File: config.mk
export PLATFORM = sky130hd
export DESIGN_NAME = pointer_clamp_double_click
export DESIGN_NICKNAME = d
export VERILOG_FILES = /design/src/hdl/pcdc_pkg.sv /design/src/hdl/pcdc_clamp.sv /design/src/hdl/pointer_clamp_double_click.sv
export SDC_FILE = /design/constraint.sdc
export NUM_CORES = 1
export LEC_CHECK = 0
export BUFFER_PORTS_ARGS = -buffer_cell sky130_fd_sc_hd__clkbuf_2
export CAP_MARGIN = 0
export CORE_MARGIN = 3
export CORE_UTILIZATION = 50
export CTS_CLUSTER_DIAMETER = 200
export DETAILED_ROUTE_END_ITERATION = 7
export GPL_TIMING_DRIVEN = 0
export PLACE_DENSITY = 0.68
export SYNTH_ARGS = -nofsm -noshare
export SYNTH_HDL_FRONTEND = slang
export SYNTH_SLANG_ARGS = --single-unit
File: constraint.sdc
create_clock -name clk_i -period 9.26 [get_ports clk_i]
set_input_delay 0.926 -clock clk_i [delete_from_list [all_inputs] [get_ports clk_i]]
set_output_delay 0.926 -clock clk_i [all_outputs]
set_load 0.01 [all_outputs]
File: src/hdl/pcdc_pkg.sv
// ---------------------------------------------------------------------------
// pcdc_pkg: shared widths, register indexes and reset values
// Constants used by the pointer clamp and double click tracker modules.
// ---------------------------------------------------------------------------
`default_nettype none

package pcdc_pkg;

  localparam int unsigned PosW    = 12;  // pointer coordinate
  localparam int unsigned BoundW  = 13;  // exclusive upper bound
  localparam int unsigned DeltaW  = 10;  // signed movement
  localparam int unsigned SumW    = 14;  // signed position plus delta
  localparam int unsigned BtnW    = 4;   // button bits
  localparam int unsigned StateW  = 5;   // buttons plus double click flag
  localparam int unsigned TimeW   = 32;  // millisecond time stamp
  localparam int unsigned WinW    = 16;  // click window
  localparam int unsigned LimW    = 9;   // move limit
  localparam int unsigned CfgAddrW = 3;
  localparam int unsigned CfgDataW = 16;

  localparam int unsigned InDataW  = 56;  // 4 + 10 + 10 + 32, whole bytes
  localparam int unsigned OutDataW = 32;  // 12 + 12 + 5, padded to bytes

  // Largest coordinate on either axis.
  localparam logic [PosW-1:0]   PosMax   = {PosW{1'b1}};
  localparam logic [BoundW-1:0] BoundTop = BoundW'(1 << PosW);

  // Configuration register indexes.
  localparam logic [CfgAddrW-1:0] RegLeft   = 3'd0;
  localparam logic [CfgAddrW-1:0] RegTop    = 3'd1;
  localparam logic [CfgAddrW-1:0] RegRight  = 3'd2;
  localparam logic [CfgAddrW-1:0] RegBottom = 3'd3;
  localparam logic [CfgAddrW-1:0] RegWindow = 3'd4;
  localparam logic [CfgAddrW-1:0] RegMove   = 3'd5;

  // Reset values of the configuration registers.
  localparam logic [PosW-1:0]   LeftRst   = '0;
  localparam logic [PosW-1:0]   TopRst    = '0;
  localparam logic [BoundW-1:0] RightRst  = 13'd640;
  localparam logic [BoundW-1:0] BottomRst = 13'd480;
  localparam logic [WinW-1:0]   WindowRst = 16'd400;
  localparam logic [LimW-1:0]   MoveRst   = 9'd10;

endpackage : pcdc_pkg

`default_nettype wire

File: src/hdl/pcdc_clamp.sv
// ---------------------------------------------------------------------------
// pcdc_clamp: one axis of the pointer position update
// Add a signed delta to the position and clamp to [lo, hi_excl - 1].
// ---------------------------------------------------------------------------
`default_nettype none

module pcdc_clamp (
  input  wire logic [pcdc_pkg::PosW-1:0]          cur_i,
  input  wire logic signed [pcdc_pkg::DeltaW-1:0] delta_i,
  input  wire logic [pcdc_pkg::PosW-1:0]          lo_i,
  input  wire logic [pcdc_pkg::BoundW-1:0]        hi_excl_i,
  output logic      [pcdc_pkg::PosW-1:0]          pos_o
);
  import pcdc_pkg::*;

  logic signed [SumW-1:0]   sum;
  logic signed [SumW-1:0]   lo_s;
  logic signed [SumW-1:0]   hi_s;
  logic signed [SumW-1:0]   after_lo;
  logic        [PosW-1:0]   hi_m1;
  logic        [PosW-1:0]   hi;

  assign sum  = $signed({{(SumW-PosW){1'b0}}, cur_i})
              + $signed({{(SumW-DeltaW){delta_i[DeltaW-1]}}, delta_i});
  assign hi_m1 = PosW'(hi_excl_i - BoundW'(1));

  // Inclusive upper limit: zero bound acts as zero, saturate at the screen max.
  always_comb begin
    priority if (hi_excl_i == '0) begin
      hi = '0;
    end else if (hi_excl_i > BoundTop) begin
      hi = PosMax;
    end else begin
      hi = hi_m1;
    end
  end

  assign lo_s     = $signed({{(SumW-PosW){1'b0}}, lo_i});
  assign hi_s     = $signed({{(SumW-PosW){1'b0}}, hi});
  // Lower bound first, upper bound wins when the two cross.
  assign after_lo = (sum < lo_s) ? lo_s : sum;
  assign pos_o    = (after_lo > hi_s) ? hi : after_lo[PosW-1:0];

endmodule : pcdc_clamp

`default_nettype wire

File: src/hdl/pointer_clamp_double_click.sv
// ---------------------------------------------------------------------------
// pointer_clamp_double_click: relative pointer tracker with double click
// Accumulate signed deltas into a position clamped to the screen rectangle
// and flag a double click on a press edge that repeats the last press.
// ---------------------------------------------------------------------------
//
//  Channel  | Direction | Beat contents (lowest bits first)
//  ---------+-----------+-----------------------------------------------------
//  s_axis   | in        | button_bits[3:0], delta_x[9:0], delta_y[9:0],
//           |           | time_ms[31:0]
//  m_axis   | out       | pos_x[11:0], pos_y[11:0], button_state[4:0], pad
//  cfg      | in        | write enable, register index, write data
//
// One beat per cycle while m_axis is not stalled. A beat lands in the input
// register, and the clamp and click logic runs between that register and the
// result register, so the result beat is presented once the beat moves into
// the result register, and it stays there until m_axis takes it.
// The tracker state advances when a beat moves into the result register,
// strictly in arrival order. A stall on m_axis holds both registers; the
// input side keeps taking beats while the input register is free.
// Reset clears the position, button history and click stamp, and loads the
// configuration defaults (640 x 480 screen, 400 ms window, limit 10).
// ---------------------------------------------------------------------------
`default_nettype none

module pointer_clamp_double_click (
  input  wire logic                             clk_i,
  input  wire logic                             rst_ni,
  // Input stream: button_bits, delta_x, delta_y, time_ms
  input  wire logic                             s_axis_tvalid,
  output logic                                  s_axis_tready,
  input  wire logic [pcdc_pkg::InDataW-1:0]     s_axis_tdata,
  // Output stream: pos_x, pos_y, button_state, zero pad
  output logic                                  m_axis_tvalid,
  input  wire logic                             m_axis_tready,
  output logic      [pcdc_pkg::OutDataW-1:0]    m_axis_tdata,
  // Configuration write port
  input  wire logic                             cfg_we_i,
  input  wire logic [pcdc_pkg::CfgAddrW-1:0]    cfg_addr_i,
  input  wire logic [pcdc_pkg::CfgDataW-1:0]    cfg_wdata_i
);
  import pcdc_pkg::*;

  // Configuration registers
  logic [PosW-1:0]   left_q, top_q;
  logic [BoundW-1:0] right_q, bottom_q;
  logic [WinW-1:0]   window_q;
  logic [LimW-1:0]   move_q;

  // Input register
  logic                     in_vld_q;
  logic [BtnW-1:0]          in_btn_q;
  logic signed [DeltaW-1:0] in_dx_q, in_dy_q;
  logic [TimeW-1:0]         in_time_q;

  // Tracker state
  logic [PosW-1:0]  cur_x_q, cur_y_q;
  logic [BtnW-1:0]  prev_btn_q, click_btn_q;
  logic [TimeW-1:0] click_time_q;

  // Result register
  logic              out_vld_q;
  logic [PosW-1:0]   out_x_q, out_y_q;
  logic [StateW-1:0] out_state_q;

  logic              advance, in_take;
  logic [PosW-1:0]   x_d, y_d;
  logic              press_edge, dbl;
  logic [TimeW-1:0]  elapsed;
  logic [DeltaW-1:0] mag_x, mag_y;

  // Move the input beat forward whenever the result register is free or drained.
  assign advance       = in_vld_q && (!out_vld_q || m_axis_tready);
  assign s_axis_tready = !in_vld_q || advance;
  assign in_take       = s_axis_tvalid && s_axis_tready;

  // Configuration writes; indexes beyond the list are dropped.
  always_ff @(posedge clk_i or negedge rst_ni) begin
    if (!rst_ni) begin
      left_q   <= LeftRst;
      top_q    <= TopRst;
      right_q  <= RightRst;
      bottom_q <= BottomRst;
      window_q <= WindowRst;
      move_q   <= MoveRst;
    end else if (cfg_we_i) begin
      unique case (cfg_addr_i)
        RegLeft:   left_q   <= cfg_wdata_i[PosW-1:0];
        RegTop:    top_q    <= cfg_wdata_i[PosW-1:0];
        RegRight:  right_q  <= cfg_wdata_i[BoundW-1:0];
        RegBottom: bottom_q <= cfg_wdata_i[BoundW-1:0];
        RegWindow: window_q <= cfg_wdata_i[WinW-1:0];
        RegMove:   move_q   <= cfg_wdata_i[LimW-1:0];
        default: ;
      endcase
    end
  end

  // Input register: valid under reset, payload plain.
  always_ff @(posedge clk_i or negedge rst_ni) begin
    if (!rst_ni) begin
      in_vld_q <= 1'b0;
    end else if (in_take) begin
      in_vld_q <= 1'b1;
    end else if (advance) begin
      in_vld_q <= 1'b0;
    end
  end

  always_ff @(posedge clk_i) begin
    if (in_take) begin
      in_btn_q  <= s_axis_tdata[3:0];
      in_dx_q   <= $signed(s_axis_tdata[13:4]);
      in_dy_q   <= $signed(s_axis_tdata[23:14]);
      in_time_q <= s_axis_tdata[55:24];
    end
  end

  // Position update, one clamp per axis.
  pcdc_clamp u_clamp_x (
    .cur_i     (cur_x_q),
    .delta_i   (in_dx_q),
    .lo_i      (left_q),
    .hi_excl_i (right_q),
    .pos_o     (x_d)
  );

  pcdc_clamp u_clamp_y (
    .cur_i     (cur_y_q),
    .delta_i   (in_dy_q),
    .lo_i      (top_q),
    .hi_excl_i (bottom_q),
    .pos_o     (y_d)
  );

  // Double click: same buttons on a fresh press, inside the window, little motion.
  assign press_edge = (in_btn_q != '0) && (prev_btn_q == '0);
  assign elapsed    = in_time_q - click_time_q;
  assign mag_x      = in_dx_q[DeltaW-1] ? DeltaW'(-in_dx_q) : in_dx_q;
  assign mag_y      = in_dy_q[DeltaW-1] ? DeltaW'(-in_dy_q) : in_dy_q;
  assign dbl        = press_edge && (in_btn_q == click_btn_q)
                   && (elapsed < {{(TimeW-WinW){1'b0}}, window_q})
                   && (mag_x < {1'b0, move_q}) && (mag_y < {1'b0, move_q});

  always_ff @(posedge clk_i or negedge rst_ni) begin
    if (!rst_ni) begin
      cur_x_q      <= '0;
      cur_y_q      <= '0;
      prev_btn_q   <= '0;
      click_btn_q  <= '0;
      click_time_q <= '0;
    end else if (advance) begin
      cur_x_q    <= x_d;
      cur_y_q    <= y_d;
      prev_btn_q <= in_btn_q;
      // Stamp only on a press edge; releases and held buttons leave it.
      if (press_edge) begin
        click_btn_q  <= in_btn_q;
        click_time_q <= in_time_q;
      end
    end
  end

  // Result register: hold while stalled.
  always_ff @(posedge clk_i or negedge rst_ni) begin
    if (!rst_ni) begin
      out_vld_q <= 1'b0;
    end else if (advance) begin
      out_vld_q <= 1'b1;
    end else if (m_axis_tready) begin
      out_vld_q <= 1'b0;
    end
  end

  always_ff @(posedge clk_i) begin
    if (advance) begin
      out_x_q     <= x_d;
      out_y_q     <= y_d;
      out_state_q <= {dbl, in_btn_q};
    end
  end

  assign m_axis_tvalid = out_vld_q;
  assign m_axis_tdata  = {{(OutDataW-2*PosW-StateW){1'b0}}, out_state_q, out_y_q, out_x_q};

endmodule : pointer_clamp_double_click

`default_nettype wire
==> flow_summary.yaml <==
outcome:
  status: "complete, no violations"
yosys:
  synth.most_common_cell: "ha_1"
  synth_edf_count: 85
  yosysUniqueCellTypes: 76
  yosysWarnings: 0
  synthMuxAreaShare_pct: 7.83
  synth_fa_ha_area_share_pct: 12.1
  syn_area_per_cell_um2: 9.80
  synth.area.top_cells: "dfrtp_1 22%, edfxtp_1 17%, ha_1 12%"
  post-synth-top-area-fraction_pct: 21.7
  async_reset_ff_share_pct: 62.4
  synth-seq-cells: 226
  ys.flop_type: "dfrtp_1"
  syn_inst: 1529
  ys_seq_area_share_pct: 40.7
  synth_xor_area_share_pct: 4.03
  synthTopCellsByCount: "140 x ha_1, 134 x inv_1, 134 x nand2_1"
  yosys.area_share.simple_pct: 12.8
  synth_top_family_by_area: "compound AO/OA/AOI/OAI gates"
  yosys.area.top_type: "dfrtp_1"
  synth_area_um2: 15000
  synth_compound_area_share_pct: 17.6
placement:
  port_buffers: 110
  placed_cell_area_um2: 16100
  dp.cells: 2028
  dp_hpwl_um: 28300
  place.gp.congestion: 0.894
worst_setup_path:
  reg2reg_depth: 30
  critical_path_required_ns: 9.54
  slowest_delay_ns: 0.54
  cp_top_family: "compound AO/OA/AOI/OAI gates"
  crit_cells: 30
  start_kind: "register"
  end_kind: "register"
  crit_buf_inv: 7
  r2r_slack_ns: 1.58
  slowest_stage: "buf_1"
  critPathMostFrequentCell: "ha_1"
  worstSetupPathType: "reg -> reg"
  arrival_ns: 7.96
  path_max_fanout: 10
layout:
  post-route-util_pct: 58.3
  final_area_um2: 17000
  layout-drive-gt1-share_pct: 16.3
  area_growth_syn_to_layout_pct: 13.2
  num_antenna_cells: 0
  nets: 1895
  stdcell_count: 2074
sta:
  final-hold-violation-count: 0
  setup_tns_ns: 0
  fmax_ghz: 0.130
  fin_crit_ns: 7.68
  hold_ws_ns: 0.347
  fin_skew_ns: 0.0170
  tightestPinTransition_ns: 0.846
  slew_violations: 0
  rsz0062_at_grt: "false"
  setup_viol: 0
  period_share_pct: 83.0
  slew_headroom_pct: 43.1
cts:
  holdBufCountCts: 0
  clkSinkCount: 226
  cts-resized-gates: 0
  cts_max_level: 1
  worstSkewPairLatency_ns: 0.53
  ctsLongestPathBuffers: 3
  path_clk_slew_ns: 0.06
  cts_buffers: 26
  postCtsSetupRepairBufs: 0
  cts_tree: "yes"
  root_buffer: "clkbuf_16"
detailed_routing:
  wl_um: 37200
  route.detailed.drc: 0
  drt_iter0_drc: 859
  wl_per_cell_um: 17.9
  viasPerCell: 5.78
  vias: 12000
  ant_nets: 0
  first_pass_iters: 5
global_routing:
  grt_pass1_vias: 11600
  grtUsageTotal_pct: 23.4
  antenna_found_initial: 0
  grt_max_degree: 96
  met2_usage_pct: 39.0
  use_met1_pct: 32.7
  busiest_layer: "met2"
  grt_use_met3_pct: 2.75
  grt_overflow: 0
  grt_pass1_wl_um: 60300
die:
  start_util_pct: 51.5
  die_h_um: 179
  row_count: 62
  ios: 114
  core-area_um2: 29100
  chipWidth_um: 179
  dieArea_um2: 32100
power:
  power.leakage_nw: 7.41
  power_density_nw_per_um2: 373
  vdd_drop_max_mv: 0.206
hold_path:
  min_path_type: "in -> async"
run:
  maxCapViolations: 0
sequential cells by signal (all words and copies together) (netlist names), 13 cells and up:
name / count
window_q: 16
right_q: 13
in_time_q: 32
bottom_q: 13
click_time_q: 32
worst register-to-register path, delay by kind of cell (launching register included):
family	cells	cell delay (ns)
AOI/OAI and AO/OA	12	2.38
buffers and inverters	7	1.60
adders and majority gates	5	1.45
muxes	2	0.85
and+or+nand+nor	3	0.52
DFF	1	0.45
xor gates and xnor gates	1	0.22
routing by layer:
| metal | part of all wire (%) | wire length [um] |
|---|---|---|
| met5 | 0 | 0 |
| met4 | 2.3 | 840 |
| met3 | 4.5 | 1670 |
| met2 | 47 | 17400 |
| met1 | 46 | 17200 |
cells in the final DEF (no fill, tap or decap), drive strengths merged, types with 7 or more instances in the layout:
| cell type | Yosys | routed |
|---|---|---|
| xor2 | 22 | 22 |
| ha | 140 | 140 |
| or3 | 10 | 10 |
| dfstp | 11 | 11 |
| a31oi | 10 | 10 |
| nand4 | 14 | 14 |
| mux2 | 82 | 82 |
| o21ai | 106 | 106 |
| a211oi | 11 | 11 |
| clkbuf | 42 | 189 |
| edfxtp | 85 | 85 |
| dfrtp | 130 | 130 |
| mux2i | 25 | 25 |
| o211ai | 19 | 19 |
| buf | 13 | 16 |
| or4 | 8 | 8 |
| inv | 134 | 134 |
| o21a | 17 | 17 |
| nor2 | 84 | 84 |
| a21oi | 84 | 84 |
| o311ai | 7 | 7 |
| xnor2 | 47 | 47 |
| a21o | 30 | 30 |
| o22ai | 7 | 7 |
| nor4 | 15 | 15 |
| nand2 | 134 | 134 |
| nor3 | 39 | 39 |
| o31ai | 15 | 15 |
| nor2b | 15 | 15 |
| a221oi | 20 | 20 |
| nand3 | 22 | 22 |
| a21boi | 9 | 9 |
| nand2b | 21 | 21 |
| and2 | 7 | 7 |
kinds of logic after synthesis:
group / count (synthesis)
other cells: 1
compound gates: 398
mux: 107
fa+ha+maj: 143
flops: 226
buf+inv: 189
xor+xnor: 69
simple gates: 396
final cells by class:
| class | instances | area [um^2] |
|---|---|---|
| Fill cell | 2575 | 12100 |
| Timing Repair Buffer | 113 | 634 |
| Multi-Input combinational cell | 1116 | 8160 |
| Tap cell | 384 | 480 |
| Sequential cell | 226 | 6090 |
| Buffer | 55 | 236 |
| Inverter | 134 | 503 |
| Clock inverter | 9 | 105 |
| Clock buffer | 37 | 753 |
per-stage QoR:
stage	power (W)	setup slack, ns
2_1_floorplan	0.00435	2.93
3_3_place_gp	0.00515	1.85
3_5_place_dp	0.00524	1.70
4_1_cts	0.00631	1.66
5_1_grt	0.00689	1.06
6_report	0.00633	1.58
final timing paths:
kind                                    start               to
min in group clk_i              prev_btn_q[3]    prev_btn_q[3]
worst max-delay path               in_dx_q[0]       out_x_q[9]
max in group asynchronous              rst_ni      bottom_q[8]
worst min register to register  prev_btn_q[3]    prev_btn_q[3]
worst max register to register     in_dx_q[0]       out_x_q[9]
worst min-delay path                   rst_ni  click_time_q[4]
where the power goes:
| part | internal, W | switching (W) |
|---|---|---|
| combinational | 0.00156 | 0.00216 |
| sequential | 0.00141 | 0.000178 |
| clock | 0.000619 | 0.000405 |
| total | 0.00358 | 0.00274 |
No activity file was read; power rests on OpenSTA's default activity.
